File: src/rtl/toggle_kicked_watchdog_controller_macros.svh
// Assertion macros for the toggle-kicked watchdog controller.
// They use the clk and rst_n names of the module that includes this file.
`ifndef TOGGLE_KICKED_WATCHDOG_CONTROLLER_MACROS_SVH
`define TOGGLE_KICKED_WATCHDOG_CONTROLLER_MACROS_SVH

`ifndef NO_ASSERTIONS
`define TKWD_ASSERT_ALWAYS(lbl, expr, msg) \
    lbl: assert property (@(posedge clk) disable iff (!rst_n) (expr)) else $error(msg);
`define TKWD_ASSERT_NEXT(lbl, ante, cons, msg) \
    lbl: assert property (@(posedge clk) disable iff (!rst_n) (ante) |=> (cons)) else $error(msg);
`else
`define TKWD_ASSERT_ALWAYS(lbl, expr, msg)
`define TKWD_ASSERT_NEXT(lbl, ante, cons, msg)
`endif

`endif

File: src/rtl/tkwd_pkg.sv
`timescale 1ns / 1ps
`default_nettype none
// ----------------------------------------------------------------------------
// tkwd_pkg
// Shared codes, defaults and types of the toggle-kicked watchdog controller.
// ----------------------------------------------------------------------------
package tkwd_pkg;

    localparam int TIMER_BITS_DEF = 24;
    localparam int CFG_BITS       = 24;

    localparam logic [2:0] ST_STARTUP = 3'd0;
    localparam logic [2:0] ST_TRIGDLY = 3'd1;
    localparam logic [2:0] ST_IDLE    = 3'd2;
    localparam logic [2:0] ST_MON     = 3'd3;
    localparam logic [2:0] ST_WARN    = 3'd4;

    localparam logic [2:0] LT_GREEN  = 3'b001;
    localparam logic [2:0] LT_YELLOW = 3'b010;
    localparam logic [2:0] LT_RED    = 3'b100;

    localparam logic [3:0] COUNT_MAX = 4'd10;

    localparam logic [2:0] REG_WATCHDOG_MODE = 3'd0;
    localparam logic [2:0] REG_TIMEOUT       = 3'd1;
    localparam logic [2:0] REG_WARNING       = 3'd2;
    localparam logic [2:0] REG_TRIG_DELAY    = 3'd3;
    localparam logic [2:0] REG_START_DELAY   = 3'd4;
    localparam logic [2:0] REG_THRESHOLD     = 3'd5;
    localparam logic [2:0] REG_WRITE_ON_START = 3'd6;

    typedef struct packed {
        logic                watchdog_mode;
        logic [CFG_BITS-1:0] timeout_ticks;
        logic [CFG_BITS-1:0] warning_ticks;
        logic [CFG_BITS-1:0] trigger_delay_ticks;
        logic [CFG_BITS-1:0] startup_delay_ticks;
        logic [3:0]          toggle_threshold;
        logic                write_on_start;
    } cfg_t;

    typedef struct packed {
        logic [2:0] machine_state;
        logic [2:0] lights;
        logic       write_text;
    } result_t;

endpackage

`default_nettype wire

File: src/rtl/tkwd_step.sv
`timescale 1ns / 1ps
`default_nettype none
// ----------------------------------------------------------------------------
// tkwd_step
// One rule step: applies a tick or a byte report, then runs the state rules.
// ----------------------------------------------------------------------------
module tkwd_step
    import tkwd_pkg::*;
#(
    parameter int TIMER_BITS = TIMER_BITS_DEF
)
(
    input  cfg_t                  cfg,
    input  logic                  mode,
    input  logic [7:0]            led_byte,
    input  logic                  started,
    input  logic [2:0]            cur_state,
    input  logic [TIMER_BITS-1:0] timer,
    input  logic [3:0]            count,
    input  logic [7:0]            last_byte,
    input  logic [TIMER_BITS-1:0] delay_begin,
    input  logic                  delay_running,
    output logic [2:0]            state_next,
    output logic [TIMER_BITS-1:0] timer_next,
    output logic [3:0]            count_next,
    output logic [7:0]            last_byte_next,
    output logic [TIMER_BITS-1:0] delay_begin_next,
    output logic                  delay_running_next,
    output result_t               result
);

    localparam int CW = (TIMER_BITS > CFG_BITS) ? TIMER_BITS : CFG_BITS;

    logic [2:0]            home;
    logic [2:0]            s0;
    logic [2:0]            s;
    logic [TIMER_BITS-1:0] tmr;
    logic [3:0]            cnt;
    logic                  trig;
    logic                  fire;
    logic [TIMER_BITS-1:0] beg_eff;
    logic [TIMER_BITS-1:0] elapsed;
    logic [CW-1:0]         elapsed_w;
    logic [CW-1:0]         tmr_w;
    logic                  not_before;

    always_comb
    begin
        home = cfg.watchdog_mode ? ST_MON : ST_IDLE;
        s0   = started ? cur_state : (cfg.write_on_start ? ST_STARTUP : home);

        tmr            = timer;
        cnt            = count;
        last_byte_next = last_byte;
        if (!mode)
        begin
            if (timer != {TIMER_BITS{1'b1}})
                tmr = timer + 1'b1;
        end
        else
        begin
            if (led_byte != last_byte && count < COUNT_MAX)
                cnt = count + 4'd1;
            last_byte_next = led_byte;
        end

        trig  = cnt > cfg.toggle_threshold;
        tmr_w = CW'(tmr);

        // delay starts now if not yet running
        beg_eff    = delay_running ? delay_begin : tmr;
        not_before = tmr >= beg_eff;
        elapsed    = tmr - beg_eff;
        elapsed_w  = CW'(elapsed);

        s                  = s0;
        fire               = 1'b0;
        delay_begin_next   = delay_begin;
        delay_running_next = delay_running;

        unique case (s0)
            ST_STARTUP:
            begin
                delay_begin_next   = beg_eff;
                delay_running_next = 1'b1;
                if (not_before && elapsed_w >= CW'(cfg.startup_delay_ticks))
                    fire = 1'b1;
            end
            ST_TRIGDLY:
            begin
                delay_begin_next   = beg_eff;
                delay_running_next = 1'b1;
                if (not_before && elapsed_w >= CW'(cfg.trigger_delay_ticks))
                    fire = 1'b1;
            end
            ST_MON:
            begin
                if (trig)
                begin
                    tmr   = '0;
                    cnt   = '0;
                    tmr_w = '0;
                end
                if (tmr_w > CW'(cfg.warning_ticks))
                    s = ST_WARN;
            end
            ST_WARN:
            begin
                if (trig)
                begin
                    s     = ST_MON;
                    tmr   = '0;
                    cnt   = '0;
                    tmr_w = '0;
                end
                if (tmr_w > CW'(cfg.timeout_ticks))
                    fire = 1'b1;
            end
            default:
            begin
                if (trig)
                begin
                    s                  = ST_TRIGDLY;
                    delay_begin_next   = tmr;
                    delay_running_next = 1'b1;
                end
                else
                begin
                    s = ST_IDLE;
                end
            end
        endcase

        if (fire)
        begin
            tmr                = '0;
            cnt                = '0;
            delay_running_next = 1'b0;
            s                  = home;
        end

        state_next           = s;
        timer_next           = tmr;
        count_next           = cnt;
        result.machine_state = s;
        result.write_text    = fire;
        if (fire)
            result.lights = LT_RED;
        else if (s == ST_STARTUP || s == ST_TRIGDLY)
            result.lights = LT_YELLOW;
        else if (s == ST_WARN)
            result.lights = LT_GREEN | LT_YELLOW;
        else
            result.lights = LT_GREEN;
    end

endmodule

`default_nettype wire

File: src/rtl/toggle_kicked_watchdog_controller.sv
// A result is registered and appears in the cycle after its request is accepted.
// Throughput: one request per cycle unless a held result stalls s_axis_tready; the single rule step between the
// state registers and the result register sets this figure.
// Reset (rst_n low, asynchronous): state machine unstarted, timer, count,
// last byte and delay cleared, configuration at its defaults.
`timescale 1ns / 1ps
`default_nettype none
// ----------------------------------------------------------------------------
// toggle_kicked_watchdog_controller
// Watchdog kicked by indicator-byte toggles, with startup and trigger delays.
// ----------------------------------------------------------------------------
`include "toggle_kicked_watchdog_controller_macros.svh"

module toggle_kicked_watchdog_controller
    import tkwd_pkg::*;
#(
    parameter int TIMER_BITS = TIMER_BITS_DEF
)
(
    input  logic                clk,
    input  logic                rst_n,
    input  logic                s_axis_tvalid,
    output logic                s_axis_tready,
    input  logic [7:0]          s_axis_tdata,   // [7:0] led_byte
    input  logic                s_axis_tuser,   // [0] mode
    output logic                m_axis_tvalid,
    input  logic                m_axis_tready,
    output logic [7:0]          m_axis_tdata,   // [2:0] machine_state, [5:3] lights,
                                                // [6] write_text, [7] zero
    input  logic                cfg_valid,
    output logic                cfg_ready,
    input  logic [2:0]          cfg_index,
    input  logic [CFG_BITS-1:0] cfg_data
);

    cfg_t                  cfg_reg;
    logic                  started_reg;
    logic [2:0]            state_reg;
    logic [TIMER_BITS-1:0] timer_reg;
    logic [3:0]            count_reg;
    logic [7:0]            last_byte_reg;
    logic [TIMER_BITS-1:0] begin_reg;
    logic                  running_reg;
    logic                  out_valid_reg;
    result_t               out_reg;

    logic [2:0]            state_next;
    logic [TIMER_BITS-1:0] timer_next;
    logic [3:0]            count_next;
    logic [7:0]            last_byte_next;
    logic [TIMER_BITS-1:0] begin_next;
    logic                  running_next;
    result_t               step_result;
    logic                  accept;

    assign cfg_ready     = 1'b1;
    assign s_axis_tready = !out_valid_reg || m_axis_tready;
    assign accept        = s_axis_tvalid && s_axis_tready;
    assign m_axis_tvalid = out_valid_reg;
    assign m_axis_tdata  = {1'b0, out_reg.write_text, out_reg.lights, out_reg.machine_state};

    tkwd_step #(
        .TIMER_BITS(TIMER_BITS)
    ) u_step (
        .cfg                (cfg_reg),
        .mode               (s_axis_tuser),
        .led_byte           (s_axis_tdata),
        .started            (started_reg),
        .cur_state          (state_reg),
        .timer              (timer_reg),
        .count              (count_reg),
        .last_byte          (last_byte_reg),
        .delay_begin        (begin_reg),
        .delay_running      (running_reg),
        .state_next         (state_next),
        .timer_next         (timer_next),
        .count_next         (count_next),
        .last_byte_next     (last_byte_next),
        .delay_begin_next   (begin_next),
        .delay_running_next (running_next),
        .result             (step_result)
    );

    always_ff @(posedge clk or negedge rst_n)
    begin
        if (!rst_n)
        begin
            cfg_reg.watchdog_mode       <= 1'b0;
            cfg_reg.timeout_ticks       <= CFG_BITS'(3000);
            cfg_reg.warning_ticks       <= CFG_BITS'(2400);
            cfg_reg.trigger_delay_ticks <= CFG_BITS'(600);
            cfg_reg.startup_delay_ticks <= CFG_BITS'(300);
            cfg_reg.toggle_threshold    <= 4'd3;
            cfg_reg.write_on_start      <= 1'b1;
        end
        else if (cfg_valid)
        begin
            unique case (cfg_index)
                REG_WATCHDOG_MODE:  cfg_reg.watchdog_mode       <= cfg_data[0];
                REG_TIMEOUT:        cfg_reg.timeout_ticks       <= cfg_data;
                REG_WARNING:        cfg_reg.warning_ticks       <= cfg_data;
                REG_TRIG_DELAY:     cfg_reg.trigger_delay_ticks <= cfg_data;
                REG_START_DELAY:    cfg_reg.startup_delay_ticks <= cfg_data;
                REG_THRESHOLD:      cfg_reg.toggle_threshold    <= cfg_data[3:0];
                REG_WRITE_ON_START: cfg_reg.write_on_start      <= cfg_data[0];
                default:            ;
            endcase
        end
    end

    always_ff @(posedge clk or negedge rst_n)
    begin
        if (!rst_n)
        begin
            started_reg   <= 1'b0;
            state_reg     <= ST_STARTUP;
            timer_reg     <= '0;
            count_reg     <= '0;
            last_byte_reg <= '0;
            begin_reg     <= '0;
            running_reg   <= 1'b0;
            out_valid_reg <= 1'b0;
        end
        else
        begin
            if (accept)
            begin
                started_reg   <= 1'b1;
                state_reg     <= state_next;
                timer_reg     <= timer_next;
                count_reg     <= count_next;
                last_byte_reg <= last_byte_next;
                begin_reg     <= begin_next;
                running_reg   <= running_next;
                out_valid_reg <= 1'b1;
            end
            else if (m_axis_tready)
            begin
                out_valid_reg <= 1'b0;
            end
        end
    end

    always_ff @(posedge clk)
    begin
        if (accept)
            out_reg <= step_result;
    end

    `TKWD_ASSERT_ALWAYS(a_count_sat, count_reg <= COUNT_MAX, "toggle count above saturation")
    `TKWD_ASSERT_ALWAYS(a_state_legal, !started_reg || state_reg <= ST_WARN, "illegal state code")
    `TKWD_ASSERT_NEXT(a_fire_clears, accept && step_result.write_text, timer_reg == '0 && count_reg == '0 && !running_reg, "write did not clear timer and count")
    `TKWD_ASSERT_NEXT(a_result_follows, accept, out_valid_reg && out_reg.machine_state == state_reg, "result does not match new state")

endmodule

`default_nettype wire

File: config.mk
export PLATFORM = sky130hd
export DESIGN_NAME = toggle_kicked_watchdog_controller
export DESIGN_NICKNAME = d
export VERILOG_FILES = /design/src/rtl/tkwd_pkg.sv /design/src/rtl/tkwd_step.sv /design/src/rtl/toggle_kicked_watchdog_controller.sv
export VERILOG_INCLUDE_DIRS = /design/src /design/src/rtl
export SDC_FILE = /design/constraint.sdc
export NUM_CORES = 1
export LEC_CHECK = 0
export ABC_AREA = 0
export BUFFER_PORTS_ARGS = -buffer_cell sky130_fd_sc_hd__clkbuf_2
export CAP_MARGIN = 20
export CORE_ASPECT_RATIO = 0.8
export CORE_MARGIN = 2
export CORE_UTILIZATION = 27
export DETAILED_ROUTE_END_ITERATION = 10
export SLEW_MARGIN = 20
export SYNTH_ARGS = -nofsm -noshare
export SYNTH_HDL_FRONTEND = slang
export SYNTH_SLANG_ARGS = --single-unit
File: constraint.sdc
create_clock -name clk -period 16.1 [get_ports clk]
set_clock_uncertainty 0.15 [all_clocks]
set_input_delay 0 -clock clk [delete_from_list [all_inputs] [get_ports clk]]
set_output_delay 0 -clock clk [all_outputs]
set_load 0.02 [all_outputs]
======== Word-level counts from Yosys, hierarchy flattened ========
Index checks and enable logic that the tools add are counted.
cells by class
  add/sub/neg operators ................... 3
  $lt $le $gt $ge ......................... 7
  equal/unequal tests ..................... 14
  muxes and demuxes ....................... 34
  bitwise gates (word level) .............. 1
  reductions and logical operators ........ 26
operators with widths
  operator                 number
  $mux W24                 9
  $ge A24 B24 Y1           3
  $gt A24 B24 Y1           2
  $pmux W24 S2             1
  $add A24 B1 Y24 const B  1
  $ne A24 B24 Y1 const B   1
  $sub A24 B24 Y24         1
  $mux W4                  5
  $mux W3                  6
  $reduce_and A2 Y1        8
  $eq A3 B3 Y1 const B     5
  $eq A3 B1 Y1 const B     3
  $eq A3 B2 Y1 const B     3
  $logic_not A3 Y1         3
  $pmux W3 S3              1
  $mux W1                  8
  $ne A8 B8 Y1             1
  $reduce_and A3 Y1        2
  $reduce_or A2 Y1         3
  $add A4 B1 Y4 const B    1
  $gt A4 B4 Y1             1
  $logic_and A1 B1 Y1      4
  $lt A4 B4 Y1 const B     1
  $mux W2                  2
  other kinds (8)          10
storage, ports and cells
  flip-flop bits (word level) ............. 175
  input bits .............................. 41
  output and inout port bits .............. 11
  word-level logic and storage cells ...... 104

======== Longest topological paths before layout ========
Gate-level depths: netlist of the first run.
  depth in word-level cells ............... 14
  depth in mapped cells ................... 31

======== Hierarchy ========
Synthesis of the first run repeated with hierarchy kept, for this count alone.
unflattened totals
  cell total of the unflattened synthesis .. 1134
  area total of the unflattened synthesis .. 12085.3 um2
modules (own cells, without submodules)
  module                             instances  cells an instance  area each (um2)  sequential area each (um2)
  toggle_kicked_watchdog_controller  1          376                6578.8           4441.8
  tkwd_step                          1          758                5506.5           0.0

======== Worst setup path after synthesis of the first run ========
OpenSTA, ideal clock, no wires.
  kind .................................... register to register
  start point ............................. register timer_reg[0]
  end point ............................... register state_reg[0]
  library setup time ...................... 125 ps
  arrival ................................. 5811 ps
  data required time ...................... 15825 ps
  slack ................................... 10014 ps
  cell stages (with the launch flop) ...... 31
  period minus slack after synthesis ...... 6086 ps
  cells stage by stage .................... dfrtp_1 -> ha_1 -> nand4_1 -> nor4_4 -> a211o_1 -> nor2_1 -> nand2_1 -> xor2_1 -> inv_1 -> mux2i_1 -> ha_1 -> clkbuf_1 -> a21o_1 -> a21o_1 -> a21oi_1 -> o21ai_0 -> or3_1 -> o211a_1 -> o21a_1 -> o22ai_1 -> xnor2_1 -> ha_1 -> nand2_1 -> nor2_1 -> nor3_1 -> a221oi_1 -> o211a_1 -> o21ai_0 -> o21ai_2 -> mux2_4 -> mux2_2
between the ends
  longest elaborated chain between the ends .. 10
  elaborated cells on any way between the ends .. 23
ends and longest elaborated chain
  what                                                      RTL line                                  text
  from (decl)                                               toggle_kicked_watchdog_controller.sv:39   logic [TIMER_BITS-1:0] timer_reg;
  from (signal assigned)                                    toggle_kicked_watchdog_controller.sv:130  timer_reg <= timer_next;
  $add A24 B1 Y24 / $ne A24 B24 Y1 (equally long branches)  tkwd_step.sv:58, tkwd_step.sv:57
  $mux W24                                                  tkwd_step.sv:57                           if (timer != {TIMER_BITS{1'b1}})
  $mux W24 *                                                tkwd_step.sv:55                           if (!mode)
  $mux W24                                                  tkwd_step.sv:71                           beg_eff = delay_running ? delay_begin : tmr;
  $sub A24 B24 Y24                                          tkwd_step.sv:73                           elapsed = tmr - beg_eff;
  $ge A24 B24 Y1, on equally long branches                  tkwd_step.sv:93, tkwd_step.sv:86
  $logic_and A1 B1 Y1, on equally long branches             tkwd_step.sv:93, tkwd_step.sv:86
  $mux W1, on equally long branches                         tkwd_step.sv:93, tkwd_step.sv:86
  $pmux W1 S3 *                                             tkwd_step.sv:81                           unique case (s0)
  named net u_step.fire                                     tkwd_step.sv:40                           logic fire;
  $mux W3 *                                                 tkwd_step.sv:134                          if (fire)
  named net state_next[0]                                   toggle_kicked_watchdog_controller.sv:47   logic [2:0] state_next;
  to (signal assigned)                                      toggle_kicked_watchdog_controller.sv:129  state_reg <= state_next;
  to (decl)                                                 toggle_kicked_watchdog_controller.sv:38   logic [2:0] state_reg;
The timed path passes the listed nets; every way through them passes the cells marked *. The select of a mux whose other input is x is not followed.
A chain may end at the register's enable or synchronous reset.

======== Final worst setup path of the first run ========
  start point ............................. register timer_reg[15]
  end point ............................... register count_reg[0]
between the ends
  longest elaborated chain between the ends .. 10
  elaborated cells on any way between the ends .. 19
ends and longest elaborated chain
  what                                                      RTL line                                  text
  $add A24 B1 Y24 / $ne A24 B24 Y1 (equally long branches)  tkwd_step.sv:58, tkwd_step.sv:57
  $mux W24                                                  tkwd_step.sv:57
  $mux W24 *                                                tkwd_step.sv:55
  $mux W24                                                  tkwd_step.sv:71
  $sub A24 B24 Y24                                          tkwd_step.sv:73
  $ge A24 B24 Y1, on equally long branches                  tkwd_step.sv:93, tkwd_step.sv:86
  $logic_and A1 B1 Y1, on equally long branches             tkwd_step.sv:93, tkwd_step.sv:86
  $mux W1, on equally long branches                         tkwd_step.sv:93, tkwd_step.sv:86
  $pmux W1 S3 *                                             tkwd_step.sv:81
  $mux W4 *                                                 tkwd_step.sv:134
  to (signal assigned)                                      toggle_kicked_watchdog_controller.sv:131  count_reg <= count_next;
  to (decl)                                                 toggle_kicked_watchdog_controller.sv:40   logic [3:0] count_reg;
Mark *: on every way between the ends. The rest lies on a longest branch, timed or not. The select of a mux whose other input is x is not followed.

==> flow_summary.json, run 1 <==
{
  "outcome": "finished clean",
  "diodes": 0,
  "htree_levels": 4,
  "end_kind": "register",
  "grt_pass1_wl_mm": 49.76,
  "dieArea_sq_um": 44200,
  "start_util_pct": 27.39,
  "drv_cap": 0,
  "period_needed_ns": 8.241,
  "vias_per_cell": 4.811,
  "hpwl_mm": 23.31,
  "required_ns": 16.29,
  "worstMarginPinSlew_ns": 0.9127,
  "rows": 67,
  "arrival_ns": 8.43,
  "powerDensity_nw_per_um2": 190.0,
  "leakage_nw": 6.450,
  "first_pass_iters": 5,
  "ys_seq_elements": 175,
  "cts_made_buffers": 17,
  "holdPathStages": 5,
  "die_h_um": 188.4,
  "max_freq_ghz": 0.1214,
  "synth_cell_types": 68,
  "drv_slew": 0,
  "clock_tree.buffer_depth": 2,
  "core_sq_um": 41920,
  "yosysSeqAreaShare_pct": 38.69,
  "die_w_um": 234.6,
  "grt_pass1_vias": 9068,
  "final.setup.tns_ns": 0,
  "wl_per_cell_um": 16.01,
  "syn-cell-area_sq_um": 11480,
  "synthCells": 1264,
  "finalNonFillerCells": 1903,
  "cpMostUsedCell": "nor2_1",
  "cts_hold_buf": 42,
  "use_met2_pct": 21.50,
  "io-pin-count": 52,
  "largest_reg_flops": 102,
  "synth_edf_count": 7,
  "yosys-top-cells-area": "dfrtp_1, ha_1, o21ai_0",
  "grtUsageTotal_pct": 14.54,
  "fillCellCount": 4393,
  "cp_num_buf_inv": 2,
  "root_buffer": "clkbuf_16",
  "drt_iter0_drc": 611,
  "synth_ff_type": "dfrtp_1",
  "fin_util_pct": 31.77,
  "yosys.cell_count.top_type": "nand2_1",
  "power_mw": 2.530,
  "cts.repair.resized": 0,
  "cts_tree": "done",
  "syn_nets": 1431,
  "path_depth": 29,
  "grt_use_met1_pct": 21.55,
  "path_delay_family": "compound AO/OA/AOI/OAI gates",
  "cp-start-kind": "register",
  "antenna_found_initial": 0,
  "top_usage_layer": "met1",
  "setup_viol": 0,
  "avgSynthCellArea_sq_um": 9.083,
  "cts_sinks": 175,
  "vdd_ir_drop_max_uv": 85.87,
  "cp_slowest_cell": "a2111oi_0",
  "routed_wl_mm": 30.48,
  "grt_max_degree": 66,
  "use_met3_pct": 3.057,
  "yosysWarnings": 0,
  "clkTransAtPathRegs_ns": 0.08,
  "vias": 9155,
  "synthToLayoutAreaGrowth_pct": 15.99,
  "yosysTopAreaCell": "dfrtp_1",
  "synth-async-reset-ratio_pct": 96.00,
  "finalHoldViolations": 0,
  "setup_ws_ns": 7.859,
  "stdcell_area_sq_um": 13320,
  "layout-drive-gt1-share_pct": 13.40,
  "timing.slew.headroom_pct": 38.59,
  "worstRegToRegCells": 29,
  "drc": 0,
  "synth_commonest_cells": "nand2_1, dfrtp_1, o21ai_0",
  "yosysTopAreaCellShare_pct": 31.82,
  "routabilityCongestion": 0.9015,
  "rsz0062_at_grt": "no",
  "pre_cts_slack_ns": 8.016,
  "path_max_fanout": 30,
  "crit_type": "register to register",
  "dp_cells": 1829,
  "timing.hold.ws_ns": 0.1189,
  "hp-class": "input port to register",
  "io_buffers": 49,
  "grt_overflow": 0,
  "period_share_pct": 51.18,
  "slowest_delay_ns": 0.65,
  "clk_latency_ns": 0.47,
  "fin_nets": 1505,
  "cts_setup_buffers": 0,
  "drtAntennaViolNets": 0,
  "dpl-instance-area_sq_um": 12330
}
[cell families after synthesis]
logic type	share of synthesized area, %
adder cells (fa/ha/maj)	13.73
flip-flops	38.69
AO/OA/AOI/OAI	16.01
AND/OR/NAND/NOR	14.74
buffers and inverters	5.928
XOR/XNOR	3.967
multiplexers	6.866
other	0.06541
[metal layers]
metal  vias up  share of wire [%]
met4         0                1.0
met5         -                  0
met3        18                4.5
li1       4557                  -
met2       156                 43
met1      4424                 51
[cells in the final DEF, fill, tap and decap left out, drive strengths merged, types with 5 or more instances in the layout]
cell / n
o21a: 9
buf: 13
nor2: 66
dlygate4sd3: 41
nand4: 28
nor2b: 8
edfxtp: 7
nor4: 5
a21boi: 6
and3: 8
clkinv: 7
a21o: 21
nand2: 167
nor3: 11
dfrtp: 146
a21oi: 61
ha: 126
mux2i: 24
nor3b: 6
clkbuf: 67
o21ai: 136
xor2: 23
o211ai: 5
or3: 5
dfstp: 22
and2: 6
nand3: 21
a22o: 5
xnor2: 29
inv: 134
and4: 7
o31ai: 22
a211oi: 10
nand2b: 12
mux2: 48
[worst reg2reg max path: cells and delay by family, from the launching register on]
family / cells / cell delay (ns)
AO/OA/AOI/OAI: 11 / 3.45
AND/OR/NAND/NOR: 12 / 2.32
adder cells (fa/ha/maj): 2 / 0.74
XOR/XNOR: 2 / 0.54
buffers and inverters: 2 / 0.47
flip-flops: 1 / 0.46
[report_power, final]
group          internal (mW)  switching, mW  total (mW)
Clock                  0.205          0.199       0.403
Sequential             0.545         0.0476       0.593
Combinational          0.614          0.921        1.53
[area by class of cell]
| cell class | instances | area (sq um) | area share [%] |
|---|---|---|---|
| clock inverter | 13 | 103.9 | 0.7799 |
| sequential | 175 | 4442 | 33.36 |
| multi-input combinational | 913 | 6381 | 47.92 |
| clock buffer | 19 | 442.9 | 3.326 |
| timing repair buffer | 102 | 772.0 | 5.797 |
| inverter | 129 | 484.2 | 3.636 |
| tap | 552 | 690.7 | 5.187 |
[path summary, 6_finish.rpt]
| check | from | end | slack, ns |
|---|---|---|---|
| worst max register to register | timer_reg[15]$_DFFE_PN0P_ | count_reg[0]$_DFFE_PN0P_ | 7.86 |
| worst max-delay path | timer_reg[15]$_DFFE_PN0P_ | count_reg[0]$_DFFE_PN0P_ | 7.86 |
| min in group asynchronous | rst_n | cfg_reg[95]$_DFFE_PN0P_ | 0.44 |
| max in group asynchronous | rst_n | cfg_reg[6]$_DFFE_PN0P_ | 13.79 |
| worst min register to register | begin_reg[5]$_DFFE_PN0P_ | begin_reg[5]$_DFFE_PN0P_ | 0.33 |
| worst min-delay path | m_axis_tready | started_reg$_DFFE_PN0P_ | 0.12 |
Power figures use the tool's default switching activity.
==> run 2: changes to the inputs <==
- clock period: 16.1 -> 8.5 ns (I/O delays scaled with it)
==> flow_summary.json, run 2 (same netlist as run 1, synthesis figures left out) <==
{
  "stdcell_area_sq_um": 13360,
  "worstHoldEndpoint": "timer_reg[0]$_DFFE_PN0P_",
  "start_util_pct": 27.39,
  "min-delay-start": "s_axis_tuser",
  "root_buffer": "clkbuf_16",
  "finalHoldViolations": 0,
  "clock_tree.buffer_depth": 2,
  "io-pin-count": 52,
  "max_freq_ghz": 0.1287,
  "drv_cap": 0,
  "period_share_pct": 91.43,
  "cts_made_buffers": 17,
  "pre_cts_slack_ns": 0.6178,
  "regToRegSetupSlack_ns": 0.73,
  "fin_nets": 1510,
  "routabilityCongestion": 0.9254,
  "p_switching_mw": 2.203,
  "htree_levels": 4,
  "p_int_mw": 2.693,
  "power_mw": 4.895,
  "worstRegToRegCells": 26,
  "routed_wl_mm": 30.26,
  "outcome": "finished clean",
  "grt_pass1_wl_mm": 49.69,
  "period_needed_ns": 7.772,
  "largest_reg_flops": 102,
  "worstMarginPinSlew_ns": 0.9233,
  "leakage_nw": 6.470,
  "final_common_cell": "nand2_1",
  "cp-start-kind": "register",
  "clkTransAtPathRegs_ns": 0.07,
  "grtUsageTotal_pct": 14.49,
  "pwr-share-seq_pct": 23.0,
  "vias_per_cell": 4.841,
  "diodes": 0,
  "drc": 0,
  "hpwl_mm": 23.09,
  "layout-drive-gt1-share_pct": 13.27,
  "rows": 67,
  "dp_cells": 1831,
  "dpl-instance-area_sq_um": 12350,
  "core_sq_um": 41920,
  "worstReg2RegEnd": "state_reg[0]$_DFFE_PN0P_",
  "dieArea_sq_um": 44200,
  "drtAntennaViolNets": 0,
  "die_w_um": 234.6,
  "wl_per_cell_um": 15.86,
  "arrival_ns": 7.97,
  "finalNonFillerCells": 1908,
  "holdPathStages": 4,
  "setup_ws_ns": 0.7283,
  "timing.slew.headroom_pct": 37.88,
  "drv_slew": 0,
  "antenna_found_initial": 0,
  "vias": 9236,
  "path_max_fanout": 8,
  "fin_util_pct": 31.88,
  "drt_iter0_drc": 760,
  "cts_sinks": 175,
  "die_h_um": 188.4,
  "layout_common_cells": "nand2_1, dfrtp_1, o21ai_0",
  "crit_start": "timer_reg[15]$_DFFE_PN0P_",
  "first_pass_iters": 5,
  "rsz0062_at_grt": "yes",
  "io_buffers": 49,
  "worstReg2RegStart": "timer_reg[15]$_DFFE_PN0P_",
  "synthToLayoutAreaGrowth_pct": 16.39,
  "end_kind": "register",
  "fillCellCount": 4437,
  "grt_pass1_vias": 9013,
  "pwr-share-clk_pct": 15.8,
  "crit_type": "register to register",
  "vdd_ir_drop_max_uv": 156.7,
  "hp-class": "input port to register",
  "grt_max_degree": 66,
  "cts_tree": "done",
  "power_frac_comb_pct": 61.2,
  "clk_latency_ns": 0.47,
  "required_ns": 8.70,
  "setup_viol": 0,
  "swShare_pct": 44.99,
  "grt_overflow": 0,
  "powerDensity_nw_per_um2": 366.4
}
-- run 2: cell count changes in the layout (fill, tap and decap cells not counted), sizes merged --
| cell | change |
|---|---|
| inv | -5 |
| clkinv | -3 |
| dlygate4sd3 | -1 |
| clkbuf | +6 |
| buf | +6 |
| bufinv | +2 |
-- run 2: worst max path at each step --
stage,to,slack [ns]
after floorplan,state_reg[0]$_DFFE_PN0P_,2.41
after global placement,timer_reg[12]$_DFFE_PN0P_,1.07
after detailed placement,timer_reg[12]$_DFFE_PN0P_,0.62
after CTS,timer_reg[12]$_DFFE_PN0P_,0.59
after global routing,state_reg[0]$_DFFE_PN0P_,-0.001
final,state_reg[0]$_DFFE_PN0P_,0.73
-- run 2: what timing repair did --
action / in CTS / in global routing
endpoints found under the hold margin: 168 / 0
buffers inserted: 0 / 4
resized for setup: 0 / 1
hold buffers: 41 / 0
setup endpoints to repair: 0 / 17
-- run 2: per-stage QoR --
| step | TNS, ns | hold WS [ns] |
|---|---|---|
| final | 0 | 0.01340 |
| after global routing | -0.001278 | 0.06126 |
| after CTS | 0 | 0.008921 |
| after floorplan | 0 | -0.4456 |
| after detailed placement | 0 | -0.1673 |
| after global placement | 0 | -0.1677 |
-- run 2: critical path: stages (launching register included) --
cell and delay [ns]:
dfrtp_1 0.45, and4_1 0.24, and2_0 0.24, a211o_1 0.37
nor2_1 0.26, nand2_1 0.17, nor2_1 0.24, nand2_1 0.10
xor2_1 0.27, inv_1 0.10, ha_1 0.42, nand3_1 0.17
a2111oi_0 0.61, nand4_1 0.17, o21ai_0 0.42, o21ai_0 0.19
xnor2_1 0.18, ha_1 0.33, nand4_1 0.17, nor4_1 0.36
o31ai_1 0.24, o211ai_1 0.22, o211a_1 0.16, o21ai_0 0.30
o21ai_2 0.50, mux2_4 0.35, mux2_2 0.26
-- run 2: layer usage --
metal	vias to the layer above	global-route usage [%]	share of wire, %
met5	-	0	0
met4	0	3.532	1.3
met3	28	2.785	6.2
met2	215	21.21	42
met1	4428	21.72	50
li1	4565	-	-
-- run 2: layout make-up --
class / instances / area [sq um] / area share [%]
clock buffer: 25 / 455.4 / 3.408
sequential: 175 / 4442 / 33.24
multi-input combinational: 913 / 6392 / 47.84
timing repair buffer: 107 / 807.0 / 6.039
tap: 552 / 690.7 / 5.169
clock inverter: 7 / 91.34 / 0.6835
inverter: 129 / 484.2 / 3.624
-- run 2: power groups by stage --
| stage | Clock, mW | Combinational, mW | Sequential [mW] |
|---|---|---|---|
| floorplan | 0 | 2.09 | 1.13 |
| global placement | 0 | 2.81 | 1.13 |
| finish | 0.776 | 3.00 | 1.12 |
| CTS | 0.799 | 2.90 | 1.12 |
| global route | 0.831 | 3.39 | 1.15 |
| detailed placement | 0 | 2.85 | 1.14 |
